`src/rtl/adr_pkg.sv`:
```
// adr_pkg: shared types, constants and the fcs function of the async hdlc deframer
// no dependencies; used by every module of the block
`timescale 1ns / 1ps

package adr_pkg;

	localparam logic [7:0]  FLAG_BYTE   = 8'h7e;
	localparam logic [7:0]  ESC_BYTE    = 8'h7d;
	localparam logic [7:0]  QUOTE_BIT   = 8'h20;
	localparam logic [7:0]  CTL_LIMIT   = 8'h20;
	localparam logic [15:0] FCS_INIT    = 16'hffff;
	localparam logic [15:0] FCS_GOOD    = 16'hf0b8;
	localparam logic [15:0] FCS_POLY    = 16'h8408;
	localparam logic [15:0] COUNT_MAX   = 16'hffff;
	localparam int          QUEUE_DEPTH = 2;

	localparam int CFG_IDX_W  = 3;
	localparam int CFG_DATA_W = 32;

	// configuration register indexes
	typedef enum logic [CFG_IDX_W-1:0] {
		REG_LINK_ENABLE = 3'd0,
		REG_RX_CTL_MAP  = 3'd1,
		REG_FLOW_ENABLE = 3'd2,
		REG_STOP_CHAR   = 3'd3,
		REG_START_CHAR  = 3'd4
	} reg_idx_t;

	// result kinds
	typedef enum logic [1:0] {
		KIND_DATA  = 2'd0,
		KIND_END   = 2'd1,
		KIND_STOP  = 2'd2,
		KIND_START = 2'd3
	} kind_t;

	// byte classes handed from the front to the back
	typedef enum logic [2:0] {
		OP_FLAG  = 3'd0,
		OP_ESC   = 3'd1,
		OP_STOP  = 3'd2,
		OP_START = 3'd3,
		OP_DATA  = 3'd4
	} op_t;

	typedef struct packed {
		op_t        op;
		logic [7:0] data;
	} action_t;

	// reflected crc-16, one byte
	function automatic logic [15:0] fcs_update(input logic [15:0] fcs, input logic [7:0] b);
		logic [15:0] f;
		f = fcs ^ {8'h00, b};
		for (int i = 0; i < 8; i++) begin
			if (f[0]) begin
				f = (f >> 1) ^ FCS_POLY;
			end else begin
				f = f >> 1;
			end
		end
		return f;
	endfunction

endpackage

```
`src/rtl/adr_ifs.sv`:
```
// adr_ifs: channel interfaces of the deframer (line bytes, results, register writes)
// depends on adr_pkg for the register port widths
`timescale 1ns / 1ps

interface adr_line_if;
	logic       valid;
	logic       ready;
	logic [7:0] rx_byte;
	logic       carrier_on;
	modport source (output valid, output rx_byte, output carrier_on, input ready);
	modport sink   (input valid, input rx_byte, input carrier_on, output ready);
endinterface

interface adr_result_if;
	logic        valid;
	logic        ready;
	logic [1:0]  kind;
	logic [7:0]  data_byte;
	logic        frame_good;
	logic [15:0] frame_length;
	modport source (output valid, output kind, output data_byte, output frame_good,
		output frame_length, input ready);
	modport sink   (input valid, input kind, input data_byte, input frame_good,
		input frame_length, output ready);
endinterface

interface adr_cfg_if;
	logic                           valid;
	logic                           ready;
	logic [adr_pkg::CFG_IDX_W-1:0]  index;
	logic [adr_pkg::CFG_DATA_W-1:0] wdata;
	modport source (output valid, output index, output wdata, input ready);
	modport sink   (input valid, input index, input wdata, output ready);
endinterface

```
`src/rtl/adr_front.sv`:
```
// adr_front: register file and byte classifier; drops ignored and mapped control bytes
// depends on adr_pkg and adr_ifs; feeds classified bytes into the queue
`timescale 1ns / 1ps

module adr_front (
	input  logic              clk,
	input  logic              arst_n,
	adr_line_if.sink          line,
	adr_cfg_if.sink           cfg,
	input  logic              q_ready,
	output logic              q_push,
	output adr_pkg::action_t  q_data
);
	import adr_pkg::*;

	logic        link_enable_q;
	logic [31:0] rx_ctl_map_q;
	logic        flow_enable_q;
	logic [7:0]  stop_char_q;
	logic [7:0]  start_char_q;

	logic accept;
	logic keep;
	logic mapped_ctl;

	assign cfg.ready = 1'b1;

	always_ff @(posedge clk or negedge arst_n) begin
		if (!arst_n) begin
			link_enable_q <= 1'b0;
			rx_ctl_map_q  <= 32'hffff_ffff;
			flow_enable_q <= 1'b0;
			stop_char_q   <= 8'd19;
			start_char_q  <= 8'd17;
		end else if (cfg.valid) begin
			case (cfg.index)
				REG_LINK_ENABLE: link_enable_q <= cfg.wdata[0];
				REG_RX_CTL_MAP:  rx_ctl_map_q  <= cfg.wdata;
				REG_FLOW_ENABLE: flow_enable_q <= cfg.wdata[0];
				REG_STOP_CHAR:   stop_char_q   <= cfg.wdata[7:0];
				REG_START_CHAR:  start_char_q  <= cfg.wdata[7:0];
				default: ;
			endcase
		end
	end

	assign line.ready = q_ready;
	assign accept     = line.valid && q_ready;
	assign mapped_ctl = (line.rx_byte < CTL_LIMIT) && rx_ctl_map_q[line.rx_byte[4:0]];

	always_comb begin
		q_data.data = line.rx_byte;
		q_data.op   = OP_DATA;
		keep        = 1'b1;
		if (line.rx_byte == FLAG_BYTE) begin
			q_data.op = OP_FLAG;
		end else if (line.rx_byte == ESC_BYTE) begin
			q_data.op = OP_ESC;
		end else if (mapped_ctl) begin
			// dropped control byte: only a flow character reaches the back
			if (flow_enable_q && line.rx_byte == stop_char_q) begin
				q_data.op = OP_STOP;
			end else if (flow_enable_q && line.rx_byte == start_char_q) begin
				q_data.op = OP_START;
			end else begin
				keep = 1'b0;
			end
		end
	end

	assign q_push = accept && link_enable_q && line.carrier_on && keep;

endmodule

```
`src/rtl/adr_queue.sv`:
```
// adr_queue: small fifo of classified bytes between front and back
// depends on adr_pkg for the entry type
`timescale 1ns / 1ps

module adr_queue #(
	parameter int DEPTH = adr_pkg::QUEUE_DEPTH
) (
	input  logic              clk,
	input  logic              arst_n,
	input  logic              push,
	input  adr_pkg::action_t  push_data,
	output logic              ready,
	output logic              head_valid,
	output adr_pkg::action_t  head,
	input  logic              pop
);
	import adr_pkg::*;

	localparam int PTR_W = (DEPTH > 1) ? $clog2(DEPTH) : 1;
	localparam int CNT_W = $clog2(DEPTH + 1);

	action_t           mem_q [DEPTH];
	logic [PTR_W-1:0]  wr_ptr_q;
	logic [PTR_W-1:0]  rd_ptr_q;
	logic [CNT_W-1:0]  count_q;
	logic              do_push;
	logic              do_pop;

	assign ready      = count_q != CNT_W'(DEPTH);
	assign head_valid = count_q != '0;
	assign head       = mem_q[rd_ptr_q];
	assign do_push    = push && ready;
	assign do_pop     = pop && head_valid;

	always_ff @(posedge clk) begin
		if (do_push) begin
			mem_q[wr_ptr_q] <= push_data;
		end
	end

	always_ff @(posedge clk or negedge arst_n) begin
		if (!arst_n) begin
			wr_ptr_q <= '0;
			rd_ptr_q <= '0;
			count_q  <= '0;
		end else begin
			if (do_push) begin
				wr_ptr_q <= (wr_ptr_q == PTR_W'(DEPTH - 1)) ? '0 : wr_ptr_q + 1'b1;
			end
			if (do_pop) begin
				rd_ptr_q <= (rd_ptr_q == PTR_W'(DEPTH - 1)) ? '0 : rd_ptr_q + 1'b1;
			end
			if (do_push && !do_pop) begin
				count_q <= count_q + 1'b1;
			end else if (do_pop && !do_push) begin
				count_q <= count_q - 1'b1;
			end
		end
	end

endmodule

```
`src/rtl/adr_back.sv`:
```
// adr_back: frame state machine, fcs, length, two-byte delay and output register
// depends on adr_pkg and adr_ifs; takes classified bytes from the queue
`timescale 1ns / 1ps

module adr_back (
	input  logic              clk,
	input  logic              arst_n,
	input  logic              head_valid,
	input  adr_pkg::action_t  head,
	output logic              pop,
	adr_result_if.source      result
);
	import adr_pkg::*;

	typedef enum logic [1:0] {
		HUNT_SKIP,
		HUNT_OK,
		HUNT_ESC
	} hunt_t;

	hunt_t       hunt_q;
	logic [15:0] fcs_q;
	logic [15:0] count_q;
	logic [7:0]  held0_q;
	logic [7:0]  held1_q;
	logic        stopped_q;

	logic        res_valid_q;
	kind_t       kind_q;
	logic [7:0]  data_byte_q;
	logic        frame_good_q;
	logic [15:0] frame_length_q;

	logic [7:0]  plain;

	assign pop   = head_valid && (!res_valid_q || result.ready);
	assign plain = (hunt_q == HUNT_ESC) ? (head.data ^ QUOTE_BIT) : head.data;

	assign result.valid        = res_valid_q;
	assign result.kind         = kind_q;
	assign result.data_byte    = data_byte_q;
	assign result.frame_good   = frame_good_q;
	assign result.frame_length = frame_length_q;

	always_ff @(posedge clk or negedge arst_n) begin
		if (!arst_n) begin
			hunt_q         <= HUNT_SKIP;
			fcs_q          <= FCS_INIT;
			count_q        <= '0;
			held0_q        <= '0;
			held1_q        <= '0;
			stopped_q      <= 1'b0;
			res_valid_q    <= 1'b0;
			kind_q         <= KIND_DATA;
			data_byte_q    <= '0;
			frame_good_q   <= 1'b0;
			frame_length_q <= '0;
		end else begin
			if (res_valid_q && result.ready) begin
				res_valid_q <= 1'b0;
			end
			if (pop) begin
				if (head.op == OP_FLAG) begin
					if (count_q != '0) begin
						res_valid_q    <= 1'b1;
						kind_q         <= KIND_END;
						data_byte_q    <= '0;
						frame_good_q   <= (fcs_q == FCS_GOOD) && (hunt_q == HUNT_OK)
							&& (count_q >= 16'd3);
						frame_length_q <= (count_q >= 16'd2) ? count_q - 16'd2 : '0;
					end
					fcs_q   <= FCS_INIT;
					hunt_q  <= HUNT_OK;
					count_q <= '0;
				end else if (hunt_q != HUNT_SKIP) begin
					case (head.op)
						OP_ESC: begin
							// a second escape in a row loses sync
							hunt_q <= (hunt_q == HUNT_OK) ? HUNT_ESC : HUNT_SKIP;
						end
						OP_STOP: begin
							if (!stopped_q) begin
								stopped_q      <= 1'b1;
								res_valid_q    <= 1'b1;
								kind_q         <= KIND_STOP;
								data_byte_q    <= '0;
								frame_good_q   <= 1'b0;
								frame_length_q <= '0;
							end
						end
						OP_START: begin
							if (stopped_q) begin
								stopped_q      <= 1'b0;
								res_valid_q    <= 1'b1;
								kind_q         <= KIND_START;
								data_byte_q    <= '0;
								frame_good_q   <= 1'b0;
								frame_length_q <= '0;
							end
						end
						OP_DATA: begin
							hunt_q <= HUNT_OK;
							fcs_q  <= fcs_update(fcs_q, plain);
							// two bytes held back so the fcs never goes out
							if (count_q >= 16'd2) begin
								res_valid_q    <= 1'b1;
								kind_q         <= KIND_DATA;
								data_byte_q    <= held0_q;
								frame_good_q   <= 1'b0;
								frame_length_q <= '0;
							end
							held0_q <= held1_q;
							held1_q <= plain;
							if (count_q != COUNT_MAX) begin
								count_q <= count_q + 16'd1;
							end
						end
						default: ;
					endcase
				end
			end
		end
	end

endmodule

```
`src/rtl/async_hdlc_rx_deframer.sv`:
```
// async_hdlc_rx_deframer: accepts one line byte per cycle when the queue has room.
// a byte goes through the queue and then the output register before its result is valid.
// throughput: one byte per cycle while the result side does not stall, set by the crc/state update in the back.
// a two-entry queue and the output register let line and result sides stall apart.
// reset (arst_n low, asynchronous): registers to defaults, hunting for flag, queue empty.
`timescale 1ns / 1ps

module async_hdlc_rx_deframer #(
	parameter int QUEUE_DEPTH = adr_pkg::QUEUE_DEPTH
) (
	input  logic          clk,
	input  logic          arst_n,
	adr_line_if.sink      line,
	adr_cfg_if.sink       cfg,
	adr_result_if.source  result
);
	import adr_pkg::*;

	logic    q_ready;
	logic    q_push;
	action_t q_data;
	logic    head_valid;
	action_t head;
	logic    pop;

	adr_front u_front (
		.clk     (clk),
		.arst_n  (arst_n),
		.line    (line),
		.cfg     (cfg),
		.q_ready (q_ready),
		.q_push  (q_push),
		.q_data  (q_data)
	);

	adr_queue #(
		.DEPTH (QUEUE_DEPTH)
	) u_queue (
		.clk        (clk),
		.arst_n     (arst_n),
		.push       (q_push),
		.push_data  (q_data),
		.ready      (q_ready),
		.head_valid (head_valid),
		.head       (head),
		.pop        (pop)
	);

	adr_back u_back (
		.clk        (clk),
		.arst_n     (arst_n),
		.head_valid (head_valid),
		.head       (head),
		.pop        (pop),
		.result     (result)
	);

endmodule

```
`src/flat_wrapper.sv`:
```
// flat-port wrapper written by rule: the top's interface ports become plain ports
module async_hdlc_rx_deframer_flat import adr_pkg::*;
#(
	parameter int QUEUE_DEPTH = adr_pkg::QUEUE_DEPTH
)
  (clk, arst_n, line_valid, line_rx_byte, line_carrier_on, line_ready, cfg_valid, cfg_index, cfg_wdata, cfg_ready, result_valid, result_kind, result_data_byte, result_frame_good, result_frame_length, result_ready);
  adr_line_if line_i ();
  adr_cfg_if cfg_i ();
  adr_result_if result_i ();
  input  logic clk;
  input  logic arst_n;
  input wire logic [$bits(line_i.valid)-1:0] line_valid;
  input wire logic [$bits(line_i.rx_byte)-1:0] line_rx_byte;
  input wire logic [$bits(line_i.carrier_on)-1:0] line_carrier_on;
  output wire logic [$bits(line_i.ready)-1:0] line_ready;
  input wire logic [$bits(cfg_i.valid)-1:0] cfg_valid;
  input wire logic [$bits(cfg_i.index)-1:0] cfg_index;
  input wire logic [$bits(cfg_i.wdata)-1:0] cfg_wdata;
  output wire logic [$bits(cfg_i.ready)-1:0] cfg_ready;
  output wire logic [$bits(result_i.valid)-1:0] result_valid;
  output wire logic [$bits(result_i.kind)-1:0] result_kind;
  output wire logic [$bits(result_i.data_byte)-1:0] result_data_byte;
  output wire logic [$bits(result_i.frame_good)-1:0] result_frame_good;
  output wire logic [$bits(result_i.frame_length)-1:0] result_frame_length;
  input wire logic [$bits(result_i.ready)-1:0] result_ready;
  assign line_i.valid = line_valid;
  assign line_i.rx_byte = line_rx_byte;
  assign line_i.carrier_on = line_carrier_on;
  assign line_ready = line_i.ready;
  assign cfg_i.valid = cfg_valid;
  assign cfg_i.index = cfg_index;
  assign cfg_i.wdata = cfg_wdata;
  assign cfg_ready = cfg_i.ready;
  assign result_valid = result_i.valid;
  assign result_kind = result_i.kind;
  assign result_data_byte = result_i.data_byte;
  assign result_frame_good = result_i.frame_good;
  assign result_frame_length = result_i.frame_length;
  assign result_i.ready = result_ready;
  async_hdlc_rx_deframer #(.QUEUE_DEPTH(QUEUE_DEPTH)) u_core (.clk(clk), .arst_n(arst_n), .line(line_i), .cfg(cfg_i), .result(result_i));
endmodule
```
`config.mk`:
```
export PLATFORM = sky130hd
export DESIGN_NAME = async_hdlc_rx_deframer_flat
export DESIGN_NICKNAME = d
export VERILOG_FILES = /design/src/rtl/adr_pkg.sv /design/src/rtl/adr_ifs.sv /design/src/rtl/adr_front.sv /design/src/rtl/adr_queue.sv /design/src/rtl/adr_back.sv /design/src/rtl/async_hdlc_rx_deframer.sv /design/src/flat_wrapper.sv
export SDC_FILE = /design/constraint.sdc
export NUM_CORES = 1
export LEC_CHECK = 0
export ABC_AREA = 1
export ABC_CLOCK_PERIOD_IN_PS = 3740
export CAP_MARGIN = 20
export CORE_MARGIN = 2
export CORE_UTILIZATION = 55
export DETAILED_ROUTE_END_ITERATION = 8
export DONT_BUFFER_PORTS = 1
export PLACE_DENSITY_LB_ADDON = 0.2
export SYNTH_ARGS = -nofsm -noshare
export SYNTH_HDL_FRONTEND = slang
export SYNTH_SLANG_ARGS = --single-unit
```
`constraint.sdc`:
```
create_clock -name clk -period 3.74 [get_ports clk]
set_clock_uncertainty 0.05 [all_clocks]
set_input_delay 0.374 -clock clk [delete_from_list [all_inputs] [get_ports clk]]
set_output_delay 0.374 -clock clk [all_outputs]
set_load 0.02 [all_outputs]
```
==> results of run 1 <==
[timing repair]
action | 4_1_cts | 5_1_grt
endpoints found under the hold margin | 150 | 0
hold buffers | 11 | 0
gates resized for setup | 0 | 0
[power breakdown]
group          switching [mW]  internal [mW]  total, mW
combinational            1.57          0.807       2.38
sequential              0.461           2.27       2.73
clock                   0.725          0.857       1.58
total                    2.75           3.93       6.69
[layout make-up]
type,count,area [um2],share of cell area [%]
Sequential cell,155,4060,46.8
Multi-Input combinational cell,630,3230,37.2
Inverter,123,462,5.32
Clock buffer,17,425,4.90
Tap cell,180,225,2.60
Timing Repair Buffer,13,163,1.88
Clock inverter,15,115,1.33
[worst max-delay path, delay by kind of cell, from the launching register on]
family	cells	cell delay, ps
flops	1	880
simple gates	7	1270
buf+inv	2	280
compound gates	2	330
[routing by layer]
metal	routed length, um	share of wire (%)	global-route usage [%]	vias up
met1	7360	46	30.2	2759
met5	0	0	0	-
met4	236	1.5	7.79	0
li1	-	-	-	3017
met2	7470	47	34.8	181
met3	939	5.9	5.40	19
[metrics by stage]
| stage | total power [mW] | setup slack, ps | instances | utilization, % |
|---|---|---|---|---|
| after detailed placement | 5.08 | 854 | 1089 | 57.0 |
| after global placement | 5.04 | 895 | 1089 | 57.0 |
| after global routing | 7.21 | 406 | 1133 | 62.0 |
| final | 6.69 | 809 | 1133 | 62.0 |
| after CTS | 6.72 | 790 | 1132 | 61.8 |
| after floorplan | 4.68 | 1550 | 942 | - |
[sequential cells by signal, summed over array words and instances, names as in the netlist]
register,flops
u_core.u_back.stopped_q,1
u_core.u_back.result.valid,1
u_core.u_front.link_enable_q,1
u_core.u_front.stop_char_q,8
u_core.u_front.flow_enable_q,1
u_core.u_back.result.kind,2
u_core.u_back.held1_q,8
u_core.u_queue.mem_q,22
u_core.u_back.held0_q,8
u_core.u_back.result.data_byte,8
u_core.u_front.start_char_q,8
u_core.u_back.count_q,16
u_core.u_back.hunt_q,2
u_core.u_front.rx_ctl_map_q,32
u_core.u_queue.count_q,2
u_core.u_back.result.frame_good,1
u_core.u_back.fcs_q,16
u_core.u_back.result.frame_length,16
u_core.u_queue.wr_ptr_q,1
u_core.u_queue.rd_ptr_q,1
[cells by family (layout without fill, tap and decap cells)]
logic type	count (synthesis)	in the layout	share of synthesized area (%)
compound gates	147	147	10.3
xor+xnor	48	48	5.49
fa+ha+maj	6	6	0.947
buf+inv	157	168	8.13
flops	155	155	51.2
mux	13	13	1.85
other cells	1	1	0.0473
simple gates	415	415	22.1
[cell usage after synthesis (2+ instances only)]
cell type,count
sky130_fd_sc_hd__nor4_1,4
sky130_fd_sc_hd__or2_2,2
sky130_fd_sc_hd__nand3_1,56
sky130_fd_sc_hd__xnor2_1,12
sky130_fd_sc_hd__o22ai_1,4
sky130_fd_sc_hd__edfxtp_1,22
sky130_fd_sc_hd__inv_2,7
sky130_fd_sc_hd__dfrtp_1,80
sky130_fd_sc_hd__nor3_1,13
sky130_fd_sc_hd__o21ai_1,30
sky130_fd_sc_hd__xor2_2,2
sky130_fd_sc_hd__ha_1,6
sky130_fd_sc_hd__buf_1,2
sky130_fd_sc_hd__buf_4,2
sky130_fd_sc_hd__mux2_2,13
sky130_fd_sc_hd__o21ai_2,7
sky130_fd_sc_hd__o21ai_0,63
sky130_fd_sc_hd__a31oi_1,2
sky130_fd_sc_hd__buf_6,5
sky130_fd_sc_hd__nor2_1,74
sky130_fd_sc_hd__nand4_1,14
sky130_fd_sc_hd__clkbuf_1,17
sky130_fd_sc_hd__a21oi_1,27
sky130_fd_sc_hd__buf_2,8
sky130_fd_sc_hd__o31ai_1,7
sky130_fd_sc_hd__nand2_2,4
sky130_fd_sc_hd__inv_1,114
sky130_fd_sc_hd__dfstp_2,53
sky130_fd_sc_hd__xor2_1,34
sky130_fd_sc_hd__nor2_2,3
sky130_fd_sc_hd__clkinv_1,2
sky130_fd_sc_hd__nand2_1,240
[path summary, 6_finish.rpt]
| check | endpoint | slack (ps) | depth (start not counted) |
|---|---|---|---|
| hold reg to reg | u_core.u_front.rx_ctl_map_q[27] | 420 | 2 |
| hold / removal | u_core.u_front.rx_ctl_map_q[27] | 20 | 2 |
| min in group asynchronous | u_core.u_back.count_q[6] | 560 | 2 |
| setup reg to reg | u_core.u_back.result.kind[0] | 810 | 11 |
| max in group asynchronous | u_core.u_front.stop_char_q[3] | 2620 | 2 |
| setup / recovery | u_core.u_back.result.kind[0] | 810 | 11 |
==> results_tabular.tex, run 1 <==
\begin{tabular}{lr}
\hline
Metric & Value \\
\hline
\multicolumn{2}{l}{\textbf{Run status}} \\
Outcome & complete, no violations \\
\multicolumn{2}{l}{\textbf{Critical path}} \\
Chain of cells forming the critical path & nand2\_1, o21ai\_2, inv\_2, nor2\_2, nand2\_1, o21ai\_1, nor3\_2, nand2\_2, inv\_1, nand2\_1, nand2\_1 \\
Crit path required time & around 4000 ps \\
Arrival time worst endpoint & $\sim$3200 ps \\
Highest-delay cell along the critical path & sky130\_fd\_sc\_hd\_\_dfrtp\_1 \\
Critical path class & flop to flop \\
Cell occurring most often along the worst timing path & sky130\_fd\_sc\_hd\_\_nand2\_1 \\
CP startpoint & u\_core.u\_queue.rd\_ptr\_q \\
Launching element type of the critical path & flop \\
Largest incremental delay on the critical path & about 880 ps \\
Crit path max fanout & 52 \\
Kind of end point of the critical path & flop \\
Startpoint of the worst register-to-register path & u\_core.u\_queue.rd\_ptr\_q \\
\multicolumn{2}{l}{\textbf{Placed design}} \\
Hpwl dp & 11,200 um \\
Cell area after placement & 7980 um2 \\
Total of buffers placed on input and output ports & 0 \\
GP Congestion & approximately 0.94 \\
\multicolumn{2}{l}{\textbf{Power and ir drop}} \\
Power density of the placed cells & roughly 770 nW/um2 \\
Max rail drop VDD & approximately 440 uV \\
Static Leakage & between 3 and 4 nW \\
\multicolumn{2}{l}{\textbf{Timing}} \\
Worst rel slew slack & between 40\% and 50\% \\
Count of final hold-check violations & 0 \\
Worst Max-Slew Pin Slew & about 870 ps \\
Setup repair after global routing missed its margin & false \\
Achievable frequency & between 0.3 and 0.4 GHz \\
Total negative setup slack & 0 ps \\
Number of setup violations in the final report & 0 \\
Number of pins exceeding their max-slew limit in the final report & 0 \\
Min Clock Period, post-route & a little under 3000 ps \\
Final Hold Slack & between 20 and 25 ps \\
Final critical-path share of the clock period & about 78\% \\
\multicolumn{2}{l}{\textbf{Global route}} \\
Number of antenna violations at the first check in global routing & 0 \\
Maximum number of pins on one net before global-route repair & between 100 and 150 \\
Total congestion overflow & 0 \\
Vias in the first global route & 5,647 \\
Global Route Usage Sum & 22.2\% \\
Global-route wire length before repair & around 27,000 um \\
\multicolumn{2}{l}{\textbf{Floorplanning}} \\
Number of rows created at floorplan & 43 \\
Area inside the core boundary & 14,000 um2 \\
Initial standard-cell utilization of the core & between 50 and 60\% \\
Die ar. & 15,400 um2 \\
\# IOs & about 80 \\
Die Height & around 120 um \\
Die width & $\sim$120 um \\
\multicolumn{2}{l}{\textbf{Layout}} \\
Cell area after layout & around 8700 um2 \\
Area growth, synth to finish & 9.41\% \\
Most used cells in the layout excluding fill and tap cells & 240 x sky130\_fd\_sc\_hd\_\_nand2\_1, 114 x sky130\_fd\_sc\_hd\_\_inv\_1, 80 x sky130\_fd\_sc\_hd\_\_dfrtp\_1 \\
Antenna diode count & 0 \\
Commonest non-fill, non-tap cell in the layout & sky130\_fd\_sc\_hd\_\_nand2\_1 \\
Fillcell total & between 1,000 and 1,500 \\
Fraction of layout instances using a drive strength above 1 & $\sim$14\% \\
Final Net Count & between 900 and 1,000 \\
\multicolumn{2}{l}{\textbf{Clock network}} \\
Total clock buffers created by CTS & 17 \\
Clock input transition at the sequential cells of the worst setup and hold paths & 60 ps \\
TritonCTS clock tree & done \\
H-tree depth reported by CTS & 4 \\
Worst skew pair latency & roughly 430 ps \\
Clk buf depth & 2 \\
Sinks on Clock Net & roughly 160 \\
Root Driver & sky130\_fd\_sc\_hd\_\_clkbuf\_16 \\
Post-CTS Repair Setup Buffers & 0 \\
\multicolumn{2}{l}{\textbf{Routing}} \\
Pre-Repair DR Iteration Count & 5 \\
Number of vias per cell after detailed routing & between 5 and 6 \\
Number of routed nets with antenna violations & 0 \\
Final routed wirelength across all metal layers & approximately 16,000 um \\
Detailed-route DRC error count & 0 \\
Via total after detailed routing & 5,976 \\
Routed wirelength normalized by instance count & around 14 um \\
Starting DRT DRC Count & between 300 and 400 \\
\multicolumn{2}{l}{\textbf{Logic synthesis}} \\
Asr flop ratio synth & a little under nine tenths \\
Number of register bits inferred by synthesis & around 160 \\
Avg Cell Area, Syn & roughly 8.4 um2 \\
Area fraction of the dominant cell type after synthesis & 25.3\% \\
Syn Inst Count & between 900 and 1,000 \\
Number of flops mapped to enable cells by yosys & 22 \\
Total number of yosys warnings & 0 \\
Sequential fraction of the synthesis area & between 50\% and 60\% \\
Count of distinct cell types in the synthesized netlist & 45 \\
Area leader, netlist & sky130\_fd\_sc\_hd\_\_dfrtp\_1 \\
Prevailing post-synth register cell & sky130\_fd\_sc\_hd\_\_dfrtp\_1 \\
Dominant cells by area after synthesis & sky130\_fd\_sc\_hd\_\_dfrtp\_1 25\%, sky130\_fd\_sc\_hd\_\_dfstp\_2 18\%, sky130\_fd\_sc\_hd\_\_nand2\_1 11\%, sky130\_fd\_sc\_hd\_\_edfxtp\_1 8.3\%, sky130\_fd\_sc\_hd\_\_inv\_1 5.4\% \\
Mapped cell area & between 7000 and 8000 um2 \\
Number of nets in the synthesized netlist & 997 \\
\multicolumn{2}{l}{\textbf{Flow run}} \\
Number of maximum-capacitance constraint violations & 0 \\
\multicolumn{2}{l}{\textbf{Worst hold path}} \\
Type of the tightest min-delay check & input port to flop \\
Hold Crit Start & cfg\_wdata[27] \\
\hline
\end{tabular}
(Power assumes the default switching activity.)
==> run 2, diff against run 1 <==
--- a/config.mk
+++ b/config.mk
@@ -5,8 +5,8 @@
 export SDC_FILE = /design/constraint.sdc
 export NUM_CORES = 1
 export LEC_CHECK = 0
-export ABC_AREA = 1
-export ABC_CLOCK_PERIOD_IN_PS = 3740
+export ABC_AREA = 0
+export ABC_CLOCK_PERIOD_IN_PS = 2900
 export CAP_MARGIN = 20
 export CORE_MARGIN = 2
 export CORE_UTILIZATION = 55
==> constraint.sdc (replaced) <==
create_clock -name clk -period 2.9 [get_ports clk]
set_clock_uncertainty 0.05 [all_clocks]
set_input_delay 0.29 -clock clk [delete_from_list [all_inputs] [get_ports clk]]
set_output_delay 0.29 -clock clk [all_outputs]
set_load 0.02 [all_outputs]
==> run 2 against run 1 <==
Effect of this change:
- the flow now finishes with violations (negative hold slack)
- first-iteration DRC count shrank 50%
- worst hold slack lost 510 ps
- global-route usage shrank 0.95 points
- highest routed layer unchanged
- clock power grew 36%
- non-clock buffer count grew 44
==> results_tabular.tex, run 2 <==
\begin{tabular}{lr}
\hline
Metric & Value \\
\hline
\multicolumn{2}{l}{\textbf{Clock network}} \\
Root Driver & sky130\_fd\_sc\_hd\_\_clkbuf\_16 \\
Sinks on Clock Net & 155 (unchanged) \\
Post-CTS Repair Setup Buffers & 0 (unchanged) \\
Total of hold buffers inserted after clock tree synthesis & 40 (+29) \\
Clk buf depth & 2 (unchanged) \\
H-tree depth reported by CTS & 4 (unchanged) \\
PostCTS Resize Cnt & 0 (unchanged) \\
Worst skew pair latency & 420 ps (about the same) \\
TritonCTS clock tree & done \\
Clock input transition at the sequential cells of the worst setup and hold paths & 60 ps (about the same) \\
Total clock buffers created by CTS & 17 (unchanged) \\
\multicolumn{2}{l}{\textbf{Critical path}} \\
Crit path required time & 2910 ps (-1090 ps) \\
Critical path class & flop to flop \\
Chain of cells forming the critical path & mux4\_2, mux4\_2, o22ai\_2, nor3\_1, a21oi\_4, and2\_1 \\
Register-to-register path setup slack & 210 ps (-590 ps) \\
Highest-delay cell along the critical path & sky130\_fd\_sc\_hd\_\_mux4\_2 \\
Depth of the worst register-to-register path & 6 (-5) \\
Crit path max fanout & 11 (-79\%) \\
Largest incremental delay on the critical path & 480 ps (-400 ps) \\
Cell occurring most often along the worst timing path & sky130\_fd\_sc\_hd\_\_mux4\_2 \\
Startpoint of the worst register-to-register path & u\_core.u\_front.rx\_ctl\_map\_q[7] \\
Launching element type of the critical path & flop \\
Kind of end point of the critical path & flop \\
Dominant delay contributor by cell family on the critical path & multiplexers \\
Destination of the worst register-to-register timing path & u\_core.u\_queue.mem\_q[1][2] \\
Arrival time worst endpoint & 2700 ps (-500 ps) \\
Buffering stage count on the worst path with inverters included & 0 (-2) \\
\multicolumn{2}{l}{\textbf{Layout}} \\
Most used cells in the layout excluding fill and tap cells & 80 x sky130\_fd\_sc\_hd\_\_dfrtp\_1, 63 x sky130\_fd\_sc\_hd\_\_nor2\_1, 60 x sky130\_fd\_sc\_hd\_\_xnor2\_1, 60 x sky130\_fd\_sc\_hd\_\_mux2\_2, 56 x sky130\_fd\_sc\_hd\_\_nand2\_1 \\
Largest register FFs & 32 (unchanged) \\
Area occupied by multi-input gates & 3360 um2 (+4.2\%) \\
Commonest non-fill, non-tap cell in the layout & sky130\_fd\_sc\_hd\_\_dfrtp\_1 \\
Reg area & 4060 um2 (unchanged) \\
Utilization of the core after routing & 64.2\% (+2.2 points) \\
Area growth, synth to finish & 15.1\% \\
Final Net Count & 736 (-26\%) \\
Fraction of layout instances using a drive strength above 1 & 28.8\% (+15 points) \\
Register with the most flip-flops & u\_core.u\_front.rx\_ctl\_map\_q \\
Antenna diode count & 0 (unchanged) \\
Fillcell total & 1,079 (-10\%) \\
Largest registers in the final layout & u\_core.u\_front.rx\_ctl\_map\_q: 32 flops, u\_core.u\_queue.mem\_q: 22 flops \\
\multicolumn{2}{l}{\textbf{Logic synthesis}} \\
Dominant cells by area after synthesis & sky130\_fd\_sc\_hd\_\_dfrtp\_1 26\%, sky130\_fd\_sc\_hd\_\_dfstp\_2 18\%, sky130\_fd\_sc\_hd\_\_mux2\_2 8.8\%, sky130\_fd\_sc\_hd\_\_edfxtp\_1 8.6\%, sky130\_fd\_sc\_hd\_\_xnor2\_1 6.9\% \\
Top cells by count, synth & 80 x sky130\_fd\_sc\_hd\_\_dfrtp\_1, 64 x sky130\_fd\_sc\_hd\_\_nor2\_1, 60 x sky130\_fd\_sc\_hd\_\_mux2\_2, 60 x sky130\_fd\_sc\_hd\_\_xnor2\_1, 56 x sky130\_fd\_sc\_hd\_\_nand2\_1 \\
Post-Synth XOR/XNOR Area & 8.47\% (+3.0 points) \\
Sequential fraction of the synthesis area & 53.0\% (+1.9 points) \\
Number of flops mapped to enable cells by yosys & 22 (unchanged) \\
Area fraction in compound gates after synthesis & 3.65\% (-6.7 points) \\
Area fraction of the dominant cell type after synthesis & 26.2\% (+0.92 points) \\
Mapped cell area & 7650 um2 (-3.5\%) \\
Area leader, netlist & sky130\_fd\_sc\_hd\_\_dfrtp\_1 \\
Asr flop ratio synth & 85.8\% (unchanged) \\
Most repeated cell in the gate-level netlist after synthesis & sky130\_fd\_sc\_hd\_\_dfrtp\_1 \\
Adder-cell area share of the yosys netlist & 0.982\% (+0.035 points) \\
Count of distinct cell types in the synthesized netlist & 60 (+33\%) \\
Share of cell area taken by muxes after synthesis & 16.4\% (+15 points) \\
Syn Inst Count & 635 (-33\%) \\
Total number of yosys warnings & 0 (unchanged) \\
Number of nets in the synthesized netlist & 690 (-31\%) \\
Avg Cell Area, Syn & 12.0 um2 (+43\%) \\
Prevailing post-synth register cell & sky130\_fd\_sc\_hd\_\_dfrtp\_1 \\
Post-synthesis share of cell area spent on and, or, nand and nor gates & 14.3\% (-7.8 points) \\
Number of register bits inferred by synthesis & 155 (unchanged) \\
Largest family of logic cells by synthesized area & multiplexers \\
\multicolumn{2}{l}{\textbf{Timing}} \\
Min Clock Period, post-route & 2690 ps (-245 ps) \\
Final critical-path share of the clock period & 92.6\% (+14 points) \\
Setup repair after global routing missed its margin & false \\
Achievable frequency & 0.372 GHz (+9.1\%) \\
Number of setup violations in the final report & 0 (unchanged) \\
Total negative setup slack & 0 ps (unchanged) \\
Number of pins exceeding their max-slew limit in the final report & 0 (unchanged) \\
Worst Max-Slew Pin Slew & 591 ps (-277 ps) \\
Count of final hold-check violations & 133 (+133) \\
Final Hold Slack & -488 ps (-509 ps) \\
Worst rel slew slack & 60.6\% (+19 points) \\
\multicolumn{2}{l}{\textbf{Power and ir drop}} \\
Static Leakage & 3.67 nW (-7.8\%) \\
Part of the power in registers & 43.6\% (+2.8 points) \\
Clk pwr share & 28.0\% (+4.3 points) \\
Design internal power & 5.22 mW (+33\%) \\
Max rail drop VDD & 545 uV (+25\%) \\
Combinational cell fraction of total power & 28.4\% (-7.1 points) \\
Power density of the placed cells & 874 nW/um2 (+13\%) \\
Net Sw Frac & 32.2\% (-9.0 points) \\
Switching power & 2.47 mW (-10\%) \\
\multicolumn{2}{l}{\textbf{Floorplanning}} \\
\# IOs & 79 (unchanged) \\
Initial standard-cell utilization of the core & 55.8\% (-0.92 points) \\
Die Height & 122 um (-1.7\%) \\
Die ar. & 14,900 um2 (-3.4\%) \\
Area inside the core boundary & 13,700 um2 (-1.9\%) \\
Die width & 122 um (-1.7\%) \\
Number of rows created at floorplan & 43 (unchanged) \\
\multicolumn{2}{l}{\textbf{Worst hold path}} \\
Type of the tightest min-delay check & input port to async pin \\
\multicolumn{2}{l}{\textbf{Placed design}} \\
Total of buffers placed on input and output ports & 0 (unchanged) \\
GP Congestion & 0.834 (-11\%) \\
Hpwl dp & 9890 um (-11\%) \\
\multicolumn{2}{l}{\textbf{Routing}} \\
Final routed wirelength across all metal layers & 14,500 um (-9.7\%) \\
Detailed-route DRC error count & 0 (unchanged) \\
Pre-Repair DR Iteration Count & 4 (-1) \\
Routed wirelength normalized by instance count & 16.5 um (+17\%) \\
Number of vias per cell after detailed routing & 5.42 (+2.7\%) \\
Starting DRT DRC Count & 188 (-50\%) \\
Via total after detailed routing & 4,734 (-21\%) \\
Number of routed nets with antenna violations & 0 (unchanged) \\
\multicolumn{2}{l}{\textbf{Global route}} \\
Global-route wire length before repair & 24,500 um (-8.1\%) \\
Number of antenna violations at the first check in global routing & 0 (unchanged) \\
Maximum number of pins on one net before global-route repair & 134 (unchanged) \\
Total congestion overflow & 0 (unchanged) \\
Global Route Usage Sum & 21.2\% (-0.95 points) \\
Vias in the first global route & 4,982 (-12\%) \\
\multicolumn{2}{l}{\textbf{Run status}} \\
Violations in the final reports & negative hold slack \\
Outcome & finished with violations \\
\multicolumn{2}{l}{\textbf{Flow run}} \\
Number of maximum-capacitance constraint violations & 0 (unchanged) \\
\hline
\end{tabular}
==> run 2: changes by cell type after synthesis, moves of 10 or more <==
| cell | delta |
|---|---|
| sky130_fd_sc_hd__inv_1 | -99 |
| sky130_fd_sc_hd__nand3_1 | -45 |
| sky130_fd_sc_hd__mux2i_1 | +22 |
| sky130_fd_sc_hd__mux2_4 | +11 |
| sky130_fd_sc_hd__o21ai_1 | -30 |
| sky130_fd_sc_hd__nor2_1 | -10 |
| sky130_fd_sc_hd__o21ai_0 | -57 |
| sky130_fd_sc_hd__xnor2_1 | +48 |
| sky130_fd_sc_hd__xor2_1 | -20 |
| sky130_fd_sc_hd__mux2_2 | +47 |
| sky130_fd_sc_hd__nand2_1 | -184 |
==> run 2: layer usage <==
metal	routed length [um]	track usage [%]	share of wire, %
met4	263	7.97	1.8
met1	6650	27.7	46
met2	6940	34.5	48
met5	0	0	0
met3	611	5.10	4.2
==> run 2: cell type report <==
class / instances / area share, %
Tap cell: 180 / 2.56
Clock inverter: 11 / 1.34
Sequential cell: 155 / 46.1
Clock buffer: 21 / 5.23
Multi-Input combinational cell: 435 / 38.2
Inverter: 15 / 0.639
Timing Repair Buffer: 57 / 6.00
==> run 2: power by group through the flow <==
stage               Sequential (mW)  Combinational [mW]  Clock [mW]
finish                         3.35                2.19        2.15
global route                   3.43                2.43        2.31
CTS                            3.36                2.20        2.20
detailed placement             3.39                2.14           0
global placement               3.35                2.07           0
floorplan                      3.26                1.85           0
==> run 2: cells by family (layout without fill, tap and decap cells) <==
group	Yosys count	after routing
and+or+nand+nor	208	208
DFF	155	155
AOI/OAI and AO/OA	44	44
other	1	1
adders and majority gates	6	6
buffers and inverters	45	104
xor gates and xnor gates	74	74
muxes	102	102
==> run 2: worst max-delay path by stage <==
stage	startpoint	endpoint	cells past startpoint
after CTS	u_core.u_front.rx_ctl_map_q[7]	u_core.u_queue.mem_q[1][0]	6
after detailed placement	u_core.u_front.rx_ctl_map_q[7]	u_core.u_queue.mem_q[1][3]	6
after global routing	u_core.u_front.rx_ctl_map_q[7]	u_core.u_queue.mem_q[1][2]	6
after floorplan	line_rx_byte[0]	u_core.u_queue.mem_q[0][0]	8
final	u_core.u_front.rx_ctl_map_q[7]	u_core.u_queue.mem_q[1][2]	6
after global placement	u_core.u_front.rx_ctl_map_q[7]	u_core.u_queue.mem_q[1][3]	6
==> run 2: stage by stage <==
step           total power [mW]  setup WS (ps)  std cells  area [um2]
2_1_floorplan              5.11           59.9        635        7650
3_3_place_gp               5.43            266        802        7830
3_5_place_dp               5.53            243        802        7830
4_1_cts                    7.76            207        874        8810
5_1_grt                    8.17            132        874        8810
6_report                   7.69            214        874        8810
==> run 3, diff against run 2 <==
--- a/config.mk
+++ b/config.mk
@@ -13,6 +13,7 @@
 export DETAILED_ROUTE_END_ITERATION = 8
 export DONT_BUFFER_PORTS = 1
 export PLACE_DENSITY_LB_ADDON = 0.2
+export RECOVER_POWER = 100
 export SYNTH_ARGS = -nofsm -noshare
 export SYNTH_HDL_FRONTEND = slang
 export SYNTH_SLANG_ARGS = --single-unit
==> run 3 against run 2 <==
Effect of this change:
- the run still ends with negative hold slack left
- clock power hardly changed
- total power is 0.92% lower
- core utilization down 0.71 points
- global-route usage unchanged
- worst hold slack about the same
- largest cell class unchanged
- non-clock buffer count unchanged
- critical path type unchanged
- first-iteration DRC count is the same
==> results_tabular.tex, run 3 (synthesis results as in run 2) <==
\begin{tabular}{lr}
\hline
Metric & Value \\
\hline
\multicolumn{2}{l}{\textbf{Timing}} \\
Worst rel slew slack & 26.8\% (-34 points) \\
Setup repair after global routing missed its margin & false \\
Final Hold Slack & -488 ps (+0.0130 ps) \\
Total negative setup slack & 0 ps (unchanged) \\
Number of setup violations in the final report & 0 (unchanged) \\
Count of final hold-check violations & 133 (unchanged) \\
Final critical-path share of the clock period & 92.7\% (about the same) \\
Number of pins exceeding their max-slew limit in the final report & 0 (unchanged) \\
Achievable frequency & 0.372 GHz (about the same) \\
Min Clock Period, post-route & 2690 ps (+2.53 ps) \\
Worst Max-Slew Pin Slew & 1100 ps (+507 ps) \\
\multicolumn{2}{l}{\textbf{Critical path}} \\
Launching element type of the critical path & flop \\
Arrival time worst endpoint & 2700 ps (about the same) \\
Crit path max fanout & 11 (unchanged) \\
Kind of end point of the critical path & flop \\
Critical path class & flop to flop \\
Depth of the worst register-to-register path & 6 (unchanged) \\
Crit path required time & 2910 ps (about the same) \\
\multicolumn{2}{l}{\textbf{Global route}} \\
Maximum number of pins on one net before global-route repair & 134 (unchanged) \\
Global Route Usage Sum & 21.2\% (unchanged) \\
Vias in the first global route & 4,982 (unchanged) \\
Global-route wire length before repair & 24,500 um (unchanged) \\
Total congestion overflow & 0 (unchanged) \\
Number of antenna violations at the first check in global routing & 0 (unchanged) \\
\multicolumn{2}{l}{\textbf{Floorplanning}} \\
Die ar. & 14,900 um2 (unchanged) \\
Die width & 122 um (unchanged) \\
Die Height & 122 um (unchanged) \\
Initial standard-cell utilization of the core & 55.8\% (unchanged) \\
Area inside the core boundary & 13,700 um2 (unchanged) \\
\# IOs & 79 (unchanged) \\
Number of rows created at floorplan & 43 (unchanged) \\
\multicolumn{2}{l}{\textbf{Clock network}} \\
TritonCTS clock tree & done \\
Root Driver & sky130\_fd\_sc\_hd\_\_clkbuf\_16 \\
PostCTS Resize Cnt & 0 (unchanged) \\
Post-CTS Repair Setup Buffers & 0 (unchanged) \\
Sinks on Clock Net & 155 (unchanged) \\
Worst skew pair latency & 420 ps (about the same) \\
Total of hold buffers inserted after clock tree synthesis & 40 (unchanged) \\
H-tree depth reported by CTS & 4 (unchanged) \\
Clk buf depth & 2 (unchanged) \\
Total clock buffers created by CTS & 17 (unchanged) \\
Clock input transition at the sequential cells of the worst setup and hold paths & 60 ps (about the same) \\
\multicolumn{2}{l}{\textbf{Layout}} \\
Antenna diode count & 0 (unchanged) \\
Register with the most flip-flops & u\_core.u\_front.rx\_ctl\_map\_q \\
Utilization of the core after routing & 63.5\% (-0.71 points) \\
Fillcell total & 1,112 (+3.1\%) \\
Commonest non-fill, non-tap cell in the layout & sky130\_fd\_sc\_hd\_\_dfrtp\_1 \\
Most used cells in the layout excluding fill and tap cells & 80 x sky130\_fd\_sc\_hd\_\_dfrtp\_1, 64 x sky130\_fd\_sc\_hd\_\_nor2\_1, 60 x sky130\_fd\_sc\_hd\_\_xnor2\_1, 60 x sky130\_fd\_sc\_hd\_\_mux2\_2, 56 x sky130\_fd\_sc\_hd\_\_nand2\_1 \\
Largest registers in the final layout & u\_core.u\_front.rx\_ctl\_map\_q: 32 flops, u\_core.u\_queue.mem\_q: 22 flops \\
Fraction of layout instances using a drive strength above 1 & 25.5\% (-3.3 points) \\
Largest register FFs & 32 (unchanged) \\
Area growth, synth to finish & 13.9\% \\
Final Net Count & 736 (unchanged) \\
\multicolumn{2}{l}{\textbf{Power and ir drop}} \\
Part of the power in registers & 43.9\% (+0.3 points) \\
Combinational cell fraction of total power & 27.9\% (-0.5 points) \\
Net Sw Frac & 32.2\% (+0.072 points) \\
Clk pwr share & 28.2\% (+0.2 points) \\
Static Leakage & 3.61 nW (-1.6\%) \\
Max rail drop VDD & 542 uV (-0.60\%) \\
Power density of the placed cells & 875 nW/um2 (+0.19\%) \\
Switching power & 2.46 mW (-0.70\%) \\
Design internal power & 5.17 mW (-1.0\%) \\
\multicolumn{2}{l}{\textbf{Flow run}} \\
Number of maximum-capacitance constraint violations & 0 (unchanged) \\
\multicolumn{2}{l}{\textbf{Placed design}} \\
Hpwl dp & 9890 um (unchanged) \\
Total of buffers placed on input and output ports & 0 (unchanged) \\
GP Congestion & 0.834 (unchanged) \\
\multicolumn{2}{l}{\textbf{Routing}} \\
Via total after detailed routing & 4,728 (-0.13\%) \\
Number of vias per cell after detailed routing & 5.41 (-0.13\%) \\
Starting DRT DRC Count & 188 (unchanged) \\
Number of routed nets with antenna violations & 0 (unchanged) \\
Detailed-route DRC error count & 0 (unchanged) \\
Pre-Repair DR Iteration Count & 5 (+1) \\
Routed wirelength normalized by instance count & 16.6 um (+0.27\%) \\
Final routed wirelength across all metal layers & 14,500 um (+0.27\%) \\
\multicolumn{2}{l}{\textbf{Run status}} \\
Violations in the final reports & negative hold slack \\
Outcome & finished with violations \\
\multicolumn{2}{l}{\textbf{Worst hold path}} \\
Type of the tightest min-delay check & input port to async pin \\
\hline
\end{tabular}
[run 3: cell count changes in the layout (fill, tap and decap cells not counted), sizes merged]
cell | before | now
clkbuf | 21 | 27
buf | 17 | 11
[run 3: final timing paths]
| check | end | slack [ps] | from |
|---|---|---|---|
| worst min register to register | u_core.u_back.held0_q[5] | 420 | u_core.u_back.held1_q[5] |
| max in group asynchronous | u_core.u_front.rx_ctl_map_q[12] | 3020 | arst_n |
| min in group clk | u_core.u_front.flow_enable_q | 80 | cfg_index[1] |
| worst max register to register | u_core.u_queue.mem_q[1][2] | 210 | u_core.u_front.rx_ctl_map_q[7] |
| worst max-delay path | u_core.u_queue.mem_q[1][2] | 210 | u_core.u_front.rx_ctl_map_q[7] |
| worst min-delay path | u_core.u_back.result.frame_length[13] | -490 | arst_n |
[run 3: worst max-delay path, stage by stage (launching register included)]
cell                      delay, ps
sky130_fd_sc_hd__dfstp_1        360
sky130_fd_sc_hd__mux4_2         480
sky130_fd_sc_hd__mux4_2         480
sky130_fd_sc_hd__o22ai_2        170
sky130_fd_sc_hd__nor3_1         120
sky130_fd_sc_hd__a21oi_4        200
sky130_fd_sc_hd__and2_1         460
[run 3: power groups by stage]
| stage | sequential (mW) | clock (mW) | combinational, mW |
|---|---|---|---|
| 5_1_grt | 3.43 | 2.31 | 2.36 |
| 2_1_floorplan | 3.26 | 0 | 1.85 |
| 4_1_cts | 3.36 | 2.20 | 2.20 |
| 6_report | 3.35 | 2.15 | 2.13 |
| 3_3_place_gp | 3.35 | 0 | 2.07 |
| 3_5_place_dp | 3.39 | 0 | 2.14 |
[run 3: cell type report]
type,instances,area [um2],area share (%)
sequential,155,4060,46.6
multi-input combinational,435,3290,37.7
timing repair buffer,57,508,5.83
clock buffer,21,460,5.29
tap,180,225,2.59
clock inverter,11,118,1.35
inverter,15,56.3,0.647
[run 3: metrics by stage]
stage                     cells  setup slack (ps)  power, mW  cell area [um2]
after global routing        874               121       8.10             8710
after CTS                   874               207       7.76             8810
after floorplan             635              59.9       5.11             7650
after detailed placement    802               243       5.53             7830
final                       874               211       7.62             8710
after global placement      802               266       5.43             7830
[run 3: metal layers]
layer	global-route usage (%)	share of wire (%)	up-vias
met1	27.7	45	2294
met3	5.10	4.6	19
met5	0	0	-
met4	7.97	1.6	0
met2	34.5	48	114
li1	-	-	2301
